<file path="config.mk">
export PLATFORM = sky130hd
export DESIGN_NAME = best_fit_slot_allocator_top
export DESIGN_NICKNAME = d
export VERILOG_FILES = /design/src/rtl/bfsa_pkg.sv /design/src/rtl/bfsa_ram.sv /design/src/rtl/best_fit_slot_allocator_top.sv
export SDC_FILE = /design/constraint.sdc
export NUM_CORES = 1
export LEC_CHECK = 0
export ABC_CLOCK_PERIOD_IN_PS = 12900
export BUFFER_PORTS_ARGS = -buffer_cell sky130_fd_sc_hd__buf_2
export CAP_MARGIN = 15
export CORE_ASPECT_RATIO = 0.75
export CORE_MARGIN = 3
export CORE_UTILIZATION = 56
export CTS_CLUSTER_SIZE = 40
export DETAILED_ROUTE_END_ITERATION = 12
export PLACE_DENSITY = 0.8
export SYNTH_ARGS = -nofsm -noshare
export SYNTH_HDL_FRONTEND = slang
export SYNTH_SLANG_ARGS = --single-unit
</file>
<file path="constraint.sdc">
create_clock -name clock -period 12.9 [get_ports clock]
set_input_delay 0.645 -clock clock [delete_from_list [all_inputs] [get_ports clock]]
set_output_delay 0.645 -clock clock [all_outputs]
set_load 0.03 [all_outputs]
</file>
<file path="src/rtl/bfsa_pkg.sv">
// ----------------------------------------------------------------------------
// bfsa_pkg
// Shared types and codes for the best-fit slot allocator.
// ----------------------------------------------------------------------------
package bfsa_pkg;

   localparam int ADDR_W = 32;
   localparam int LEN_W  = 26;
   localparam int SIZE_W = 27;
   localparam int STAT_W = 3;
   localparam int SIDX_W = 3;
   localparam int CSR_W  = 2;

   localparam logic [SIZE_W-1:0] ALIGN_LOW = SIZE_W'(31);

   localparam logic OP_ALLOC = 1'b0;
   localparam logic OP_FREE  = 1'b1;

   localparam logic [STAT_W-1:0] ST_RECYCLED = 3'd0;
   localparam logic [STAT_W-1:0] ST_NEW      = 3'd1;
   localparam logic [STAT_W-1:0] ST_NONE     = 3'd2;
   localparam logic [STAT_W-1:0] ST_FREED    = 3'd3;
   localparam logic [STAT_W-1:0] ST_MISS     = 3'd4;

   localparam logic [CSR_W-1:0] CSR_POOL_BASE = 2'd0;
   localparam logic [CSR_W-1:0] CSR_POOL_SIZE = 2'd1;

   typedef struct packed {
      logic              opcode;
      logic [LEN_W-1:0]  length;
      logic [ADDR_W-1:0] address;
   } req_payload_type;

   typedef struct packed {
      logic [ADDR_W-1:0] result_address;
      logic [STAT_W-1:0] status;
      logic [SIDX_W-1:0] slot_index;
   } rsp_payload_type;

   typedef enum logic [3:0] {
      S_IDLE   = 4'b0001,
      S_SCAN   = 4'b0010,
      S_FINISH = 4'b0100,
      S_RESP   = 4'b1000
   } state_type;

endpackage

</file>
<file path="src/rtl/bfsa_ram.sv">
// ----------------------------------------------------------------------------
// bfsa_ram
// Generic single-write, single-read RAM with registered read data.
// ----------------------------------------------------------------------------
module bfsa_ram #(
   parameter int WIDTH = 32,
   parameter int DEPTH = 8,
   parameter int AW    = (DEPTH > 1) ? $clog2(DEPTH) : 1
) (
   input  logic             clock,
   input  logic             wr_en,
   input  logic [AW-1:0]    wr_addr,
   input  logic [WIDTH-1:0] wr_data,
   input  logic [AW-1:0]    rd_addr,
   output logic [WIDTH-1:0] rd_data
);

   logic [WIDTH-1:0] mem_ff [DEPTH];
   logic [WIDTH-1:0] rd_data_ff;

   always_ff @(posedge clock) begin
      if (wr_en) begin
         mem_ff[wr_addr] <= wr_data;
      end
      rd_data_ff <= mem_ff[rd_addr];
   end

   assign rd_data = rd_data_ff;

endmodule

</file>
<file path="src/rtl/best_fit_slot_allocator_top.sv">
// ----------------------------------------------------------------------------
// best_fit_slot_allocator_top
// Best-fit recycling of buffer slots, backed by a bump pool carved in 32-byte units.
//
//   channel | direction | handshake          | payload
//   req     | in        | req_valid/req_stall| bfsa_pkg::req_payload_type
//   rsp     | out       | rsp_valid/rsp_stall| bfsa_pkg::rsp_payload_type
//   csr     | in        | csr_valid/csr_ready| csr_index, csr_data
//
// One slot compare per cycle through a shared compare unit: after the scan, a finish
// state registers the result, which then waits in the response state through any rsp
// stall; the next request is taken once that result has transferred.
// The slot tables sit in registered-read RAMs, so each slot is compared in the cycle
// after its read address. Synchronous reset clears slot valid/busy bits and the pool.
// req_stall stays high from a transfer until its result transfers.
// ----------------------------------------------------------------------------
module best_fit_slot_allocator_top #(
   parameter int SLOT_COUNT = 8
) (
   input  logic                            clock,
   input  logic                            reset,
   input  logic                            req_valid,
   output logic                            req_stall,
   input  bfsa_pkg::req_payload_type       req_data,
   output logic                            rsp_valid,
   input  logic                            rsp_stall,
   output bfsa_pkg::rsp_payload_type       rsp_data,
   input  logic                            csr_valid,
   output logic                            csr_ready,
   input  logic [bfsa_pkg::CSR_W-1:0]      csr_index,
   input  logic [bfsa_pkg::ADDR_W-1:0]     csr_data
);

   localparam int IDX_W = (SLOT_COUNT > 1) ? $clog2(SLOT_COUNT) : 1;
   localparam logic [IDX_W-1:0] LAST_IDX = IDX_W'(SLOT_COUNT - 1);

   bfsa_pkg::state_type state_ff, state_in;

   logic                        opcode_ff, opcode_in;
   logic [bfsa_pkg::LEN_W-1:0]  length_ff, length_in;
   logic [bfsa_pkg::ADDR_W-1:0] address_ff, address_in;
   logic [bfsa_pkg::SIZE_W-1:0] rounded_ff, rounded_in;

   logic [IDX_W-1:0] scan_cnt_ff, scan_cnt_in;
   logic             issue_done_ff, issue_done_in;
   logic             cmp_vld_ff, cmp_vld_in;
   logic [IDX_W-1:0] cmp_idx_ff, cmp_idx_in;

   logic                        found_ff, found_in;
   logic [IDX_W-1:0]            best_idx_ff, best_idx_in;
   logic [bfsa_pkg::LEN_W-1:0]  best_bytes_ff, best_bytes_in;
   logic [bfsa_pkg::ADDR_W-1:0] best_start_ff, best_start_in;
   logic                        empty_found_ff, empty_found_in;
   logic [IDX_W-1:0]            empty_idx_ff, empty_idx_in;

   logic [SLOT_COUNT-1:0] slot_valid_ff, slot_valid_in;
   logic [SLOT_COUNT-1:0] slot_busy_ff, slot_busy_in;

   logic [bfsa_pkg::ADDR_W-1:0] bump_next_ff, bump_next_in;
   logic [bfsa_pkg::SIZE_W-1:0] bump_left_ff, bump_left_in;
   logic [bfsa_pkg::SIZE_W-1:0] pool_size_ff, pool_size_in;

   logic [bfsa_pkg::ADDR_W-1:0] rsp_addr_ff, rsp_addr_in;
   logic [bfsa_pkg::STAT_W-1:0] rsp_status_ff, rsp_status_in;
   logic [IDX_W-1:0]            rsp_idx_ff, rsp_idx_in;

   logic                        ram_wr_en;
   logic [bfsa_pkg::ADDR_W-1:0] start_q;
   logic [bfsa_pkg::LEN_W-1:0]  bytes_q;
   logic                        cur_valid;
   logic                        cur_busy;
   logic                        hit_free;
   logic                        hit_fit;
   logic                        grant_new;
   logic [IDX_W+2:0]            rsp_idx_ext;

   assign req_stall = (state_ff != bfsa_pkg::S_IDLE);
   assign csr_ready = 1'b1;
   assign rsp_valid = (state_ff == bfsa_pkg::S_RESP);

   assign rsp_idx_ext               = {3'b000, rsp_idx_ff};
   assign rsp_data.result_address   = rsp_addr_ff;
   assign rsp_data.status           = rsp_status_ff;
   assign rsp_data.slot_index       = rsp_idx_ext[2:0];

   bfsa_ram #(
      .WIDTH (bfsa_pkg::ADDR_W),
      .DEPTH (SLOT_COUNT),
      .AW    (IDX_W)
   ) u_start_ram (
      .clock   (clock),
      .wr_en   (ram_wr_en),
      .wr_addr (empty_idx_ff),
      .wr_data (bump_next_ff),
      .rd_addr (scan_cnt_ff),
      .rd_data (start_q)
   );

   bfsa_ram #(
      .WIDTH (bfsa_pkg::LEN_W),
      .DEPTH (SLOT_COUNT),
      .AW    (IDX_W)
   ) u_bytes_ram (
      .clock   (clock),
      .wr_en   (ram_wr_en),
      .wr_addr (empty_idx_ff),
      .wr_data (length_ff),
      .rd_addr (scan_cnt_ff),
      .rd_data (bytes_q)
   );

   assign cur_valid = slot_valid_ff[cmp_idx_ff];
   assign cur_busy  = slot_busy_ff[cmp_idx_ff];
   assign hit_free  = cur_valid && (start_q == address_ff) && !found_ff;
   assign hit_fit   = cur_valid && !cur_busy && (bytes_q >= length_ff) &&
                      (!found_ff || (bytes_q < best_bytes_ff));
   assign grant_new = (opcode_ff == bfsa_pkg::OP_ALLOC) && !found_ff && empty_found_ff &&
                      (pool_size_ff != '0) && (rounded_ff <= bump_left_ff);
   assign ram_wr_en = (state_ff == bfsa_pkg::S_FINISH) && grant_new;

   always_comb begin
      state_in       = state_ff;
      opcode_in      = opcode_ff;
      length_in      = length_ff;
      address_in     = address_ff;
      rounded_in     = rounded_ff;
      scan_cnt_in    = scan_cnt_ff;
      issue_done_in  = issue_done_ff;
      cmp_vld_in     = 1'b0;
      cmp_idx_in     = scan_cnt_ff;
      found_in       = found_ff;
      best_idx_in    = best_idx_ff;
      best_bytes_in  = best_bytes_ff;
      best_start_in  = best_start_ff;
      empty_found_in = empty_found_ff;
      empty_idx_in   = empty_idx_ff;
      slot_valid_in  = slot_valid_ff;
      slot_busy_in   = slot_busy_ff;
      bump_next_in   = bump_next_ff;
      bump_left_in   = bump_left_ff;
      pool_size_in   = pool_size_ff;
      rsp_addr_in    = rsp_addr_ff;
      rsp_status_in  = rsp_status_ff;
      rsp_idx_in     = rsp_idx_ff;

      case (state_ff)
         bfsa_pkg::S_IDLE: begin
            if (req_valid) begin
               opcode_in      = req_data.opcode;
               length_in      = req_data.length;
               address_in     = req_data.address;
               rounded_in     = ({1'b0, req_data.length} + bfsa_pkg::ALIGN_LOW) &
                                ~bfsa_pkg::ALIGN_LOW;
               scan_cnt_in    = '0;
               issue_done_in  = 1'b0;
               found_in       = 1'b0;
               empty_found_in = 1'b0;
               best_idx_in    = '0;
               empty_idx_in   = '0;
               state_in       = bfsa_pkg::S_SCAN;
            end
         end
         bfsa_pkg::S_SCAN: begin
            if (!issue_done_ff) begin
               cmp_vld_in = 1'b1;
               if (scan_cnt_ff == LAST_IDX) begin
                  issue_done_in = 1'b1;
               end else begin
                  scan_cnt_in = scan_cnt_ff + 1'b1;
               end
            end
            if (cmp_vld_ff) begin
               if (opcode_ff == bfsa_pkg::OP_FREE) begin
                  if (hit_free) begin
                     found_in    = 1'b1;
                     best_idx_in = cmp_idx_ff;
                  end
               end else begin
                  if (hit_fit) begin
                     found_in      = 1'b1;
                     best_idx_in   = cmp_idx_ff;
                     best_bytes_in = bytes_q;
                     best_start_in = start_q;
                  end
                  if (!cur_valid && !empty_found_ff) begin
                     empty_found_in = 1'b1;
                     empty_idx_in   = cmp_idx_ff;
                  end
               end
               if (cmp_idx_ff == LAST_IDX) begin
                  state_in = bfsa_pkg::S_FINISH;
               end
            end
         end
         bfsa_pkg::S_FINISH: begin
            rsp_addr_in = '0;
            rsp_idx_in  = '0;
            if (opcode_ff == bfsa_pkg::OP_FREE) begin
               if (found_ff) begin
                  slot_busy_in[best_idx_ff] = 1'b0;
                  rsp_status_in             = bfsa_pkg::ST_FREED;
                  rsp_idx_in                = best_idx_ff;
               end else begin
                  rsp_status_in = bfsa_pkg::ST_MISS;
               end
            end else if (found_ff) begin
               slot_busy_in[best_idx_ff] = 1'b1;
               rsp_addr_in               = best_start_ff;
               rsp_status_in             = bfsa_pkg::ST_RECYCLED;
               rsp_idx_in                = best_idx_ff;
            end else if (grant_new) begin
               slot_valid_in[empty_idx_ff] = 1'b1;
               slot_busy_in[empty_idx_ff]  = 1'b1;
               bump_next_in  = bump_next_ff + {5'b00000, rounded_ff};
               bump_left_in  = bump_left_ff - rounded_ff;
               rsp_addr_in   = bump_next_ff;
               rsp_status_in = bfsa_pkg::ST_NEW;
               rsp_idx_in    = empty_idx_ff;
            end else begin
               rsp_status_in = bfsa_pkg::ST_NONE;
            end
            state_in = bfsa_pkg::S_RESP;
         end
         bfsa_pkg::S_RESP: begin
            if (!rsp_stall) begin
               state_in = bfsa_pkg::S_IDLE;
            end
         end
         default: begin
            state_in = bfsa_pkg::S_IDLE;
         end
      endcase

      if (csr_valid && csr_ready) begin
         case (csr_index)
            bfsa_pkg::CSR_POOL_BASE: begin
               bump_next_in = csr_data;
            end
            bfsa_pkg::CSR_POOL_SIZE: begin
               pool_size_in = csr_data[bfsa_pkg::SIZE_W-1:0];
               bump_left_in = csr_data[bfsa_pkg::SIZE_W-1:0];
            end
            default: begin
            end
         endcase
      end
   end

   always_ff @(posedge clock) begin
      if (reset) begin
         state_ff      <= bfsa_pkg::S_IDLE;
         issue_done_ff <= 1'b0;
         cmp_vld_ff    <= 1'b0;
         slot_valid_ff <= '0;
         slot_busy_ff  <= '0;
         bump_next_ff  <= '0;
         bump_left_ff  <= '0;
         pool_size_ff  <= '0;
      end else begin
         state_ff      <= state_in;
         issue_done_ff <= issue_done_in;
         cmp_vld_ff    <= cmp_vld_in;
         slot_valid_ff <= slot_valid_in;
         slot_busy_ff  <= slot_busy_in;
         bump_next_ff  <= bump_next_in;
         bump_left_ff  <= bump_left_in;
         pool_size_ff  <= pool_size_in;
      end
   end

   always_ff @(posedge clock) begin
      opcode_ff      <= opcode_in;
      length_ff      <= length_in;
      address_ff     <= address_in;
      rounded_ff     <= rounded_in;
      scan_cnt_ff    <= scan_cnt_in;
      cmp_idx_ff     <= cmp_idx_in;
      found_ff       <= found_in;
      best_idx_ff    <= best_idx_in;
      best_bytes_ff  <= best_bytes_in;
      best_start_ff  <= best_start_in;
      empty_found_ff <= empty_found_in;
      empty_idx_ff   <= empty_idx_in;
      rsp_addr_ff    <= rsp_addr_in;
      rsp_status_ff  <= rsp_status_in;
      rsp_idx_ff     <= rsp_idx_in;
   end

   a_no_accept_with_result: assert property (@(posedge clock) disable iff (reset)
      rsp_valid |-> req_stall)
      else $error("request taken while a result is pending");

   a_pool_shrinks: assert property (@(posedge clock) disable iff (reset)
      (state_ff == bfsa_pkg::S_FINISH && grant_new && !(csr_valid && csr_ready)) |=>
      (bump_left_ff == $past(bump_left_ff) - $past(rounded_ff)))
      else $error("pool did not shrink by the rounded length");

   a_recycled_busy: assert property (@(posedge clock) disable iff (reset)
      (rsp_valid && rsp_status_ff == bfsa_pkg::ST_RECYCLED) |->
      (slot_valid_ff[rsp_idx_ff] && slot_busy_ff[rsp_idx_ff]))
      else $error("recycled slot not marked busy");

   a_freed_idle: assert property (@(posedge clock) disable iff (reset)
      (rsp_valid && rsp_status_ff == bfsa_pkg::ST_FREED) |->
      (slot_valid_ff[rsp_idx_ff] && !slot_busy_ff[rsp_idx_ff]))
      else $error("freed slot still busy");

endmodule

</file>
Yosys cells after proc, flatten, opt, wreduce, memory -nomap -nowiden
Memory sizes are Yosys's and may differ from the RTL's. A register that Yosys moved wholly into a read port is not among the register bits.
Cells that the tools add are included.
{"block": "word_totals", "latchBits": 0, "regBits": 299, "ram_bits": 464, "input_bits": 98, "elab_cells": 166, "romBits": 0, "memories": 2}
{"block": "classes", "multipliers": 0, "n_shift": 0, "mux": 68, "eq_ne": 20, "reduce_logical": 33, "add_sub_neg": 4, "n_bitwise": 8, "n_lt_le_gt_ge": 8, "div_mod_pow": 0}
{"memory": "u_start_ram.mem_ff", "words": 8, "width": 32, "read_ports": 1, "rd_ports_with_merged_regs": 1, "write_ports": 1, "line_no": "bfsa_ram.sv:18", "rtl": "logic [WIDTH-1:0] mem_ff [DEPTH];"}
{"memory": "u_bytes_ram.mem_ff", "words": 8, "width": 26, "read_ports": 1, "rd_ports_with_merged_regs": 1, "write_ports": 1, "line_no": "bfsa_ram.sv:18"}
{"cell": "$mux W32", "count": 8}
{"cell": "$mux W27", "count": 6}
{"cell": "$mux W3", "count": 16}
{"cell": "$add A32 B27 Y32", "count": 1}
{"cell": "$eq A32 B32 Y1", "count": 1}
{"cell": "$mux W8", "count": 4}
{"cell": "$add A26 B5 Y27 const B", "count": 1}
{"cell": "$le A27 B27 Y1", "count": 1}
{"cell": "$reduce_bool A27 Y1", "count": 1}
{"cell": "$sub A27 B27 Y27", "count": 1}
{"cell": "$ge A26 B26 Y1", "count": 1}
{"cell": "$lt A26 B26 Y1", "count": 1}
{"cell": "$or A8 B8 Y8", "count": 3}
{"cell": "$pmux W3 S2", "count": 3}
{"cell": "$mux W1", "count": 17}
{"cell": "$mux W4", "count": 4}
{"cell": "$ne A2 B2 Y1 const B", "count": 8}
{"cell": "$pmux W4 S4", "count": 1}
{"cell": "$reduce_and A4 Y1", "count": 4}
{"cell": "$logic_and A1 B1 Y1", "count": 13}
{"cell": "$lt A3 B4 Y1 const B", "count": 3}
{"cell": "$reduce_and A5 Y1", "count": 2}
{"cell": "$and A8 B8 Y8", "count": 1}
{"cell": "$not A8 Y8", "count": 1}
{"cell": "23 further kinds", "count": 39}

Longest topological paths before layout
Gate-level depths: netlist of run 1.
{"block": "depth", "depth_word": 11, "depth_mapped": 13, "ltp_nobuf": 11}

Cells and area by module
Synthesis of run 1 repeated with hierarchy kept, for this count alone.
{"block": "hier_totals", "cells_unflattened": 2246, "area_unflattened_um2": 34222.8}
{"module": "best_fit_slot_allocator_top", "cells_each": 1491, "instances": 1, "area_per_inst_um2": 15193.3, "seq_area_each_um2": 7867.5}
{"module": "bfsa_ram at u_start_ram", "cells_each": 415, "instances": 1, "area_per_inst_um2": 10466.3, "seq_area_each_um2": 8328.0}
{"module": "bfsa_ram at u_bytes_ram", "cells_each": 340, "instances": 1, "area_per_inst_um2": 8563.2, "seq_area_each_um2": 6766.5}

Least setup slack after synthesis of run 1
Ideal clock, no wire load.
{"block": "synth_timing", "path_kind": "register -> register", "start": "reg rounded_ff[5] in the netlist's numbering", "end": "mem u_bytes_ram.mem_ff[0][0] in the netlist's numbering, enable pin", "path_buffers": 0, "required_time_ps": 12282, "arrival_ps": 7911, "setup_time_ps": 618, "slack_ps": 4371, "path_stages_with_launch": 11, "path_cell_list": "edfxtp_1 ha_1 fa_1 nor2b_1 o31ai_1 a21oi_1 a21o_1 a21boi_1 nor2_2 nand2_1 nor4_1"}
{"block": "synth_between", "elab_chain_cells": 5}
{"item": "start: declaration", "line_no": "best_fit_slot_allocator_top.sv:42", "rtl": "logic [bfsa_pkg::SIZE_W-1:0] rounded_ff, rounded_in;"}
{"item": "start signal: assignment", "line_no": "best_fit_slot_allocator_top.sv:275", "rtl": "rounded_ff <= rounded_in;"}
{"item": "$le A27 B27 Y1", "line_no": "best_fit_slot_allocator_top.sv:118", "rtl": "(pool_size_ff != '0) && (rounded_ff <= bump_left_ff);"}
{"item": "$logic_and A1 B1 Y1", "line_no": "best_fit_slot_allocator_top.sv:118"}
{"item": "$logic_and A1 B1 Y1", "line_no": "best_fit_slot_allocator_top.sv:119", "rtl": "assign ram_wr_en = (state_ff == bfsa_pkg::S_FINISH) && grant_new;"}
{"item": "$mux W1", "line_no": "bfsa_ram.sv:22", "rtl": "if (wr_en) begin"}
{"item": "$mux W1 (implied by the code)", "line_no": "bfsa_ram.sv:23", "rtl": "mem_ff[wr_addr] <= wr_data;"}
{"item": "end: declaration", "line_no": "bfsa_ram.sv:18"}
No other way between the ends.

Worst setup path after layout of run 1
{"block": "layout_timing", "start": "reg rounded_ff[5] in the netlist's numbering", "end": "mem u_bytes_ram.mem_ff[5][10] in the netlist's numbering, enable pin"}
The elaborated chain is that of the path after synthesis.

==> flow_summary.yaml, run 1 <==
power:
  peakVddDrop_v: 0.000107
  power_leakage_nw: 13.6
  power.density_nw_per_um2: 155
synth:
  synth_area_per_cell_sq_um: 15.4
  synth-async-reset-ratio_pct: 0
  synth_edf_count: 652
  synthTopCellsByArea: "edfxtp_1 58%, dfxtp_1 10%, mux4_2 8.0%, ha_1 3.6%, mux2_2 2.2%"
  synth_most_common_cell: "edfxtp_1"
  synthesis.nets: 2376
  ys_seq_elements: 821
  synth_flop_cell: "edfxtp_1"
  synth_seq_area_share_pct: 68.2
  synth_common_cells: "652 x edfxtp_1, 169 x dfxtp_1, 131 x nand2_1"
  synth_top_area_share_pct: 58.2
  netlist_instances: 2179
  yosys.area.top_type: "edfxtp_1"
  yosys_warnings: 0
  netlist_area_sq_um: 33700
  yosysUniqueCellTypes: 74
clock_tree:
  clk_pin_slew_ns: 0.07
  post_cts_buffers: 0
  cts_max_level: 3
  tritoncts: "yes"
  clock_sinks: 821
  clockBufferDepth: 3
  postCtsResizedCells: 0
  hold_buffers: 0
  clkLatencyLatePin_ns: 0.62
  clockRootBuffer: "clkbuf_16"
  cts_buffers: 77
placement:
  gp_congestion: 0.904
  portBuffers: 137
  hpwlAfterDp_um: 52500
  place_area_sq_um: 35200
timing:
  min_period_ns: 5.42
  slew_violations: 0
  final.setup_skew_ns: 0.0186
  max_clock_freq_mhz: 185
  max-slew-margin-rel_pct: 21.8
  fin_crit_sh_pct: 42.0
  rsz0062_at_grt: "no"
  final_hold_viol_count: 0
  tightest_slew_ns: 1.17
  setup_viol: 0
  setup-tns-final_ns: 0
critical_path:
  endpoint_kind: "register"
  rrSetupSlack_ns: 7.48
  crit_type: "reg -> reg"
  rr_endpoint: "u_bytes_ram.mem_ff[5][10]"
  worstReg2RegStart: "rounded_ff[5]"
  worst-path-buf-inv: 1
  slowest_delay_ns: 0.98
  required_ns: 13.13
  crit_chain: "ha_1, fa_1, nor2b_1, o31ai_1, a21oi_1, a21o_1, a21boi_1, nor2_4, nand2_1, nor3_2, buf_4"
  cp.arrival_ns: 5.65
  cp_slowest_cell: "nor2_4"
  critPathTopFamily: "simple AND/OR/NAND/NOR gates"
  start_kind: "register"
  r2r_cells: 11
  worstPathMaxFanout: 58
detailed_routing:
  avgViaCountPerCell: 6.30
  wl_per_cell_um: 26.3
  first_pass_iters: 6
  dr.first_iter.drc_count: 2382
  drcViolationCount: 0
  dr_total_vias: 20000
  wirelength_um: 83800
  antenna_left: 0
cells_and_area:
  syn2layout_area_growth_pct: 12.5
  antenna_cells: 0
  drive_above_1_share_pct: 20.6
  n_fill_cell: 4071
  nets: 2524
  final_util_pct: 64.0
  postLayoutCellArea_sq_um: 37800
worst_hold_path:
  min_path_cells: 1
  hold_class: "in -> reg"
  hold_start: "req_data[15]"
  min_to: "address_ff[15]"
grt:
  grt_max_degree: 67
  grt_pass1_wl_um: 125000
  grt_usage_pct: 26.9
  grt_overflow: 0
  grt_pass1_vias: 19800
  antenna_found_initial: 5
flow_run:
  drv_cap: 0
floorplan:
  die_w_um: 289
  start_util_pct: 56.9
  die_y_um: 218
  rows: 77
  core_area_sq_um: 59200
  die_area_sq_um: 63100
  boundaryPins: 139
outcome:
  status: "completed"
## worst max-delay path by stage
stage,from,cells past startpoint,to,slack (ns)
floorplan,rounded_ff[5],10,u_bytes_ram.mem_ff[0][0],4.37
global placement,rounded_ff[5],11,u_bytes_ram.mem_ff[4][14],7.77
detailed placement,rounded_ff[5],11,u_start_ram.mem_ff[1][13],7.62
CTS,rounded_ff[5],11,u_start_ram.mem_ff[5][2],7.58
global route,rounded_ff[5],11,u_start_ram.mem_ff[5][9],7.15
finish,rounded_ff[5],11,u_bytes_ram.mem_ff[5][10],7.48
## layer usage
layer  vias to the layer above  global-route usage (%)  wire length (um)
li1                       8724                       -                 -
met1                     10000                    39.1             33600
met2                      1090                    41.5             38900
met3                       174                    4.81              8210
met4                         6                    9.40              2910
met5                         -                       0                46
## cells in the final DEF (no fill, tap or decap), types with 30 or more instances in the layout
master	n
o21ai_0	52
edfxtp_1	652
inv_1	99
nand2_1	131
dfxtp_1	169
buf_2	137
mux2_2	65
nand3_1	40
a21oi_1	110
ha_1	97
clkbuf_16	79
nor2_1	95
xnor2_1	57
a22o_1	35
nor3_1	30
mux4_2	120
## area by class of cell
cell class	instances	area (sq um)	share of cell area, %
Clock inverter	45	524	1.39
Tap cell	790	988	2.61
Clock buffer	99	2080	5.50
Multi-Input combinational cell	1163	10000	26.5
Sequential cell	821	23000	60.7
Timing Repair Buffer	163	881	2.33
Inverter	101	380	1.00
## kinds of logic after synthesis
logic type      synth area share (%)
flops                           68.2
simple gates                    6.26
compound gates                  6.86
mux                             10.6
buf+inv                         2.21
fa+ha+maj                       3.73
xor+xnor                        2.11
other cells                   0.0111
## flip-flops by register name (all words and copies together), names as in the netlist, 3 cells and up
signal and flops:
u_bytes_ram.rd_data 26, best_start_ff 32, length_ff 26, address_ff 32
rounded_ff 22, slot_valid_ff 8, bump_next_ff 32, rsp_addr_ff 32
slot_busy_ff 8, best_bytes_ff 26, pool_size_ff 27, u_start_ram.mem_ff 256
bump_left_ff 27, u_bytes_ram.mem_ff 208, cmp_idx_ff 3, u_start_ram.rd_data 32
rsp_idx_ff 3, state_ff 4, best_idx_ff 3, rsp_status_ff 3
cmp_idx_in 3, empty_idx_ff 3
## power breakdown
group | total (W) | leakage, nW | switching (W) | internal (W)
combinational | 0.000475 | 4.85 | 0.000272 | 0.000203
clock | 0.00235 | 1.28 | 0.000978 | 0.00137
sequential | 0.00304 | 7.43 | 0.0000997 | 0.00294
## through the flow
| step | total power (W) | hold slack, ns | setup WS [ns] | std cells |
|---|---|---|---|---|
| after floorplan | 0.00337 | 0.372 | 4.37 | 2179 |
| after global placement | 0.00353 | 0.432 | 7.77 | 3038 |
| after detailed placement | 0.00355 | 0.438 | 7.62 | 3038 |
| after CTS | 0.00588 | 0.171 | 7.58 | 3182 |
| after global routing | 0.00604 | 0.174 | 7.15 | 3182 |
| final | 0.00586 | 0.201 | 7.48 | 3182 |
Power figures use the tool's default switching activity.
==> inputs of run 2 (changes only) <==
- ABC_AREA: unset -> 1
- ABC_CLOCK_PERIOD_IN_PS: 12900 -> 5100
- clock period: 12.9 -> 5.1 ns (I/O delays scaled with it)
==> flow_summary.yaml, run 2 <==
placement:
  hpwlAfterDp_um: 63900
  place_ws_ns: 1.37
  gp_congestion: 1.01
  portBuffers: 137
detailed_routing:
  dr_total_vias: 26000
  drcViolationCount: 0
  antenna_left: 0
  dr.first_iter.drc_count: 3678
  wl_per_cell_um: 22.9
  first_pass_iters: 6
  wirelength_um: 98800
  avgViaCountPerCell: 6.03
timing:
  setup_viol: 0
  setup-tns-final_ns: 0
  final_hold_viol_count: 0
  fin_crit_sh_pct: 74.5
  slew_violations: 0
  max_clock_freq_mhz: 263
  setup_ws_ns: 1.30
  tightest_slew_ns: 1.06
  rsz0062_at_grt: "no"
  max-slew-margin-rel_pct: 29.0
  min_period_ns: 3.80
  final.setup_skew_ns: 0.0261
  whs_ns: 0.0234
critical_path:
  endpoint_kind: "register"
  worstPathMaxFanout: 43
  start_kind: "register"
  crit_start: "length_ff[17]"
  worstReg2RegStart: "length_ff[17]"
  cp.arrival_ns: 4.08
  crit_type: "reg -> reg"
  required_ns: 5.38
clock_tree:
  clock_sinks: 821
  clkLatencyLatePin_ns: 0.62
  cts_buffers: 73
  tritoncts: "yes"
  post_cts_buffers: 0
  clockBufferDepth: 3
  clockRootBuffer: "clkbuf_16"
  clk_pin_slew_ns: 0.07
  cts_max_level: 3
synth:
  synth_most_common_cell: "edfxtp_1"
  yosys.area.top_type: "edfxtp_1"
  synth_top_area_share_pct: 56.0
  synth_area_per_cell_sq_um: 10.7
  netlist_area_sq_um: 35000
  netlist_instances: 3263
  synthTopCellsByArea: "edfxtp_1 56%, dfxtp_1 9.7%, nor2_1 5.9%, o21ai_0 5.2%, nand2_1 4.0%"
  ys_seq_elements: 821
  synth_seq_area_share_pct: 65.7
  synth-async-reset-ratio_pct: 0
  synth_flop_cell: "edfxtp_1"
  synth_edf_count: 652
  yosysUniqueCellTypes: 51
  synthesis.nets: 3460
  yosys_warnings: 0
  synth_common_cells: "652 x edfxtp_1, 549 x nor2_1, 373 x nand2_1"
power:
  power.density_nw_per_um2: 379
  clockPowerShare_pct: 35.7
  sw_frac_of_total_pct: 26.3
  p_int_w: 0.0111
  peakVddDrop_v: 0.000250
  switchingPower_w: 0.00395
  seq_power_share_pct: 52.0
  power_leakage_nw: 15.0
  p_comb_share_pct: 12.2
  power_w: 0.0150
cells_and_area:
  final_util_pct: 64.9
  layout_commonest_cell: "edfxtp_1"
  final_cell_mix: "652 x edfxtp_1, 546 x nor2_1, 373 x nand2_1, 360 x o21ai_0, 267 x inv_1"
  largest_register_ffs: 256
  nets: 3650
  regMostFlops: "u_start_ram.mem_ff"
  drive_above_1_share_pct: 9.00
  largestRegisters: "u_start_ram.mem_ff (256), u_bytes_ram.mem_ff (208)"
  syn2layout_area_growth_pct: 13.3
grt:
  grt_max_degree: 148
  grt_usage_pct: 30.0
  grt_pass1_vias: 24200
  grt_pass1_wl_um: 148000
  antenna_found_initial: 3
  grt_overflow: 0
outcome:
  status: "completed"
worst_hold_path:
  hold_start: "csr_data[23]"
  hold_class: "in -> reg"
floorplan:
  die_area_sq_um: 65500
  die_w_um: 295
  die_y_um: 222
  core_area_sq_um: 61100
  boundaryPins: 139
  start_util_pct: 57.2
  rows: 78
flow_run:
  drv_cap: 0
## run 2: routing by layer
metal | global-route usage (%) | part of all wire, % | routed length (um)
met1 | 44.6 | 41 | 40500
met5 | 0.443 | 0.0091 | 9
met2 | 43.2 | 43 | 42400
met4 | 9.86 | 3.6 | 3510
met3 | 7.74 | 13 | 12400
## run 2: path summary, 6_finish.rpt
check,cells past startpoint,slack (ns),end
worst max-delay path,11,1.30,best_bytes_ff[25]
worst min-delay path,3,0.02,bump_next_ff[23]
worst max register to register,11,1.30,best_bytes_ff[25]
worst min register to register,0,0.43,best_bytes_ff[0]
## run 2: power groups by stage
stage,logic (W),registers (W),clock network [W]
CTS,0.00179,0.00780,0.00539
global route,0.00202,0.00783,0.00568
floorplan,0.00117,0.00778,0
finish,0.00183,0.00781,0.00536
global placement,0.00169,0.00793,0
detailed placement,0.00172,0.00794,0
## run 2: critical path: stages, from the launching register on
cell      delay [ns]
edfxtp_1        0.51
inv_1           0.09
ha_1            0.31
nand2_1         0.13
nor3_1          0.16
nand2_1         0.07
nor2_1          0.43
nand3_1         0.17
nand3_1         0.25
nand3_1         0.22
nor3_4          0.71
buf_12          0.34
## run 2: logic make-up after synthesis
family	Yosys count	share of synthesized area [%]
and+or+nand+nor	1099	12.9
DFF	821	65.7
AOI/OAI and AO/OA	771	12.0
buffers and inverters	421	4.63
adders and majority gates	99	3.59
xor gates and xnor gates	51	1.28
other	1	0.0107
## run 2: final cells by class
class / instances / area (sq um)
Clock buffer: 96 / 1990
Clock inverter: 37 / 289
Antenna cell: 3 / 7.51
Inverter: 284 / 1070
Fill cell: 4470 / 21500
Tap cell: 800 / 1000
Multi-Input combinational cell: 2021 / 10400
Timing Repair Buffer: 252 / 1880
Sequential cell: 821 / 23000
## run 2: stage by stage
stage,instance area (sq um),std cells
global placement,36500,4095
finish,39600,4314
detailed placement,36500,4095
floorplan,35000,3263
global route,39600,4311
CTS,39600,4311
## run 2: timing repair
action                    in CTS  in global routing
hold endpoints to repair     105                  0
resized for setup              0                  0
hold buffers                  83                  0
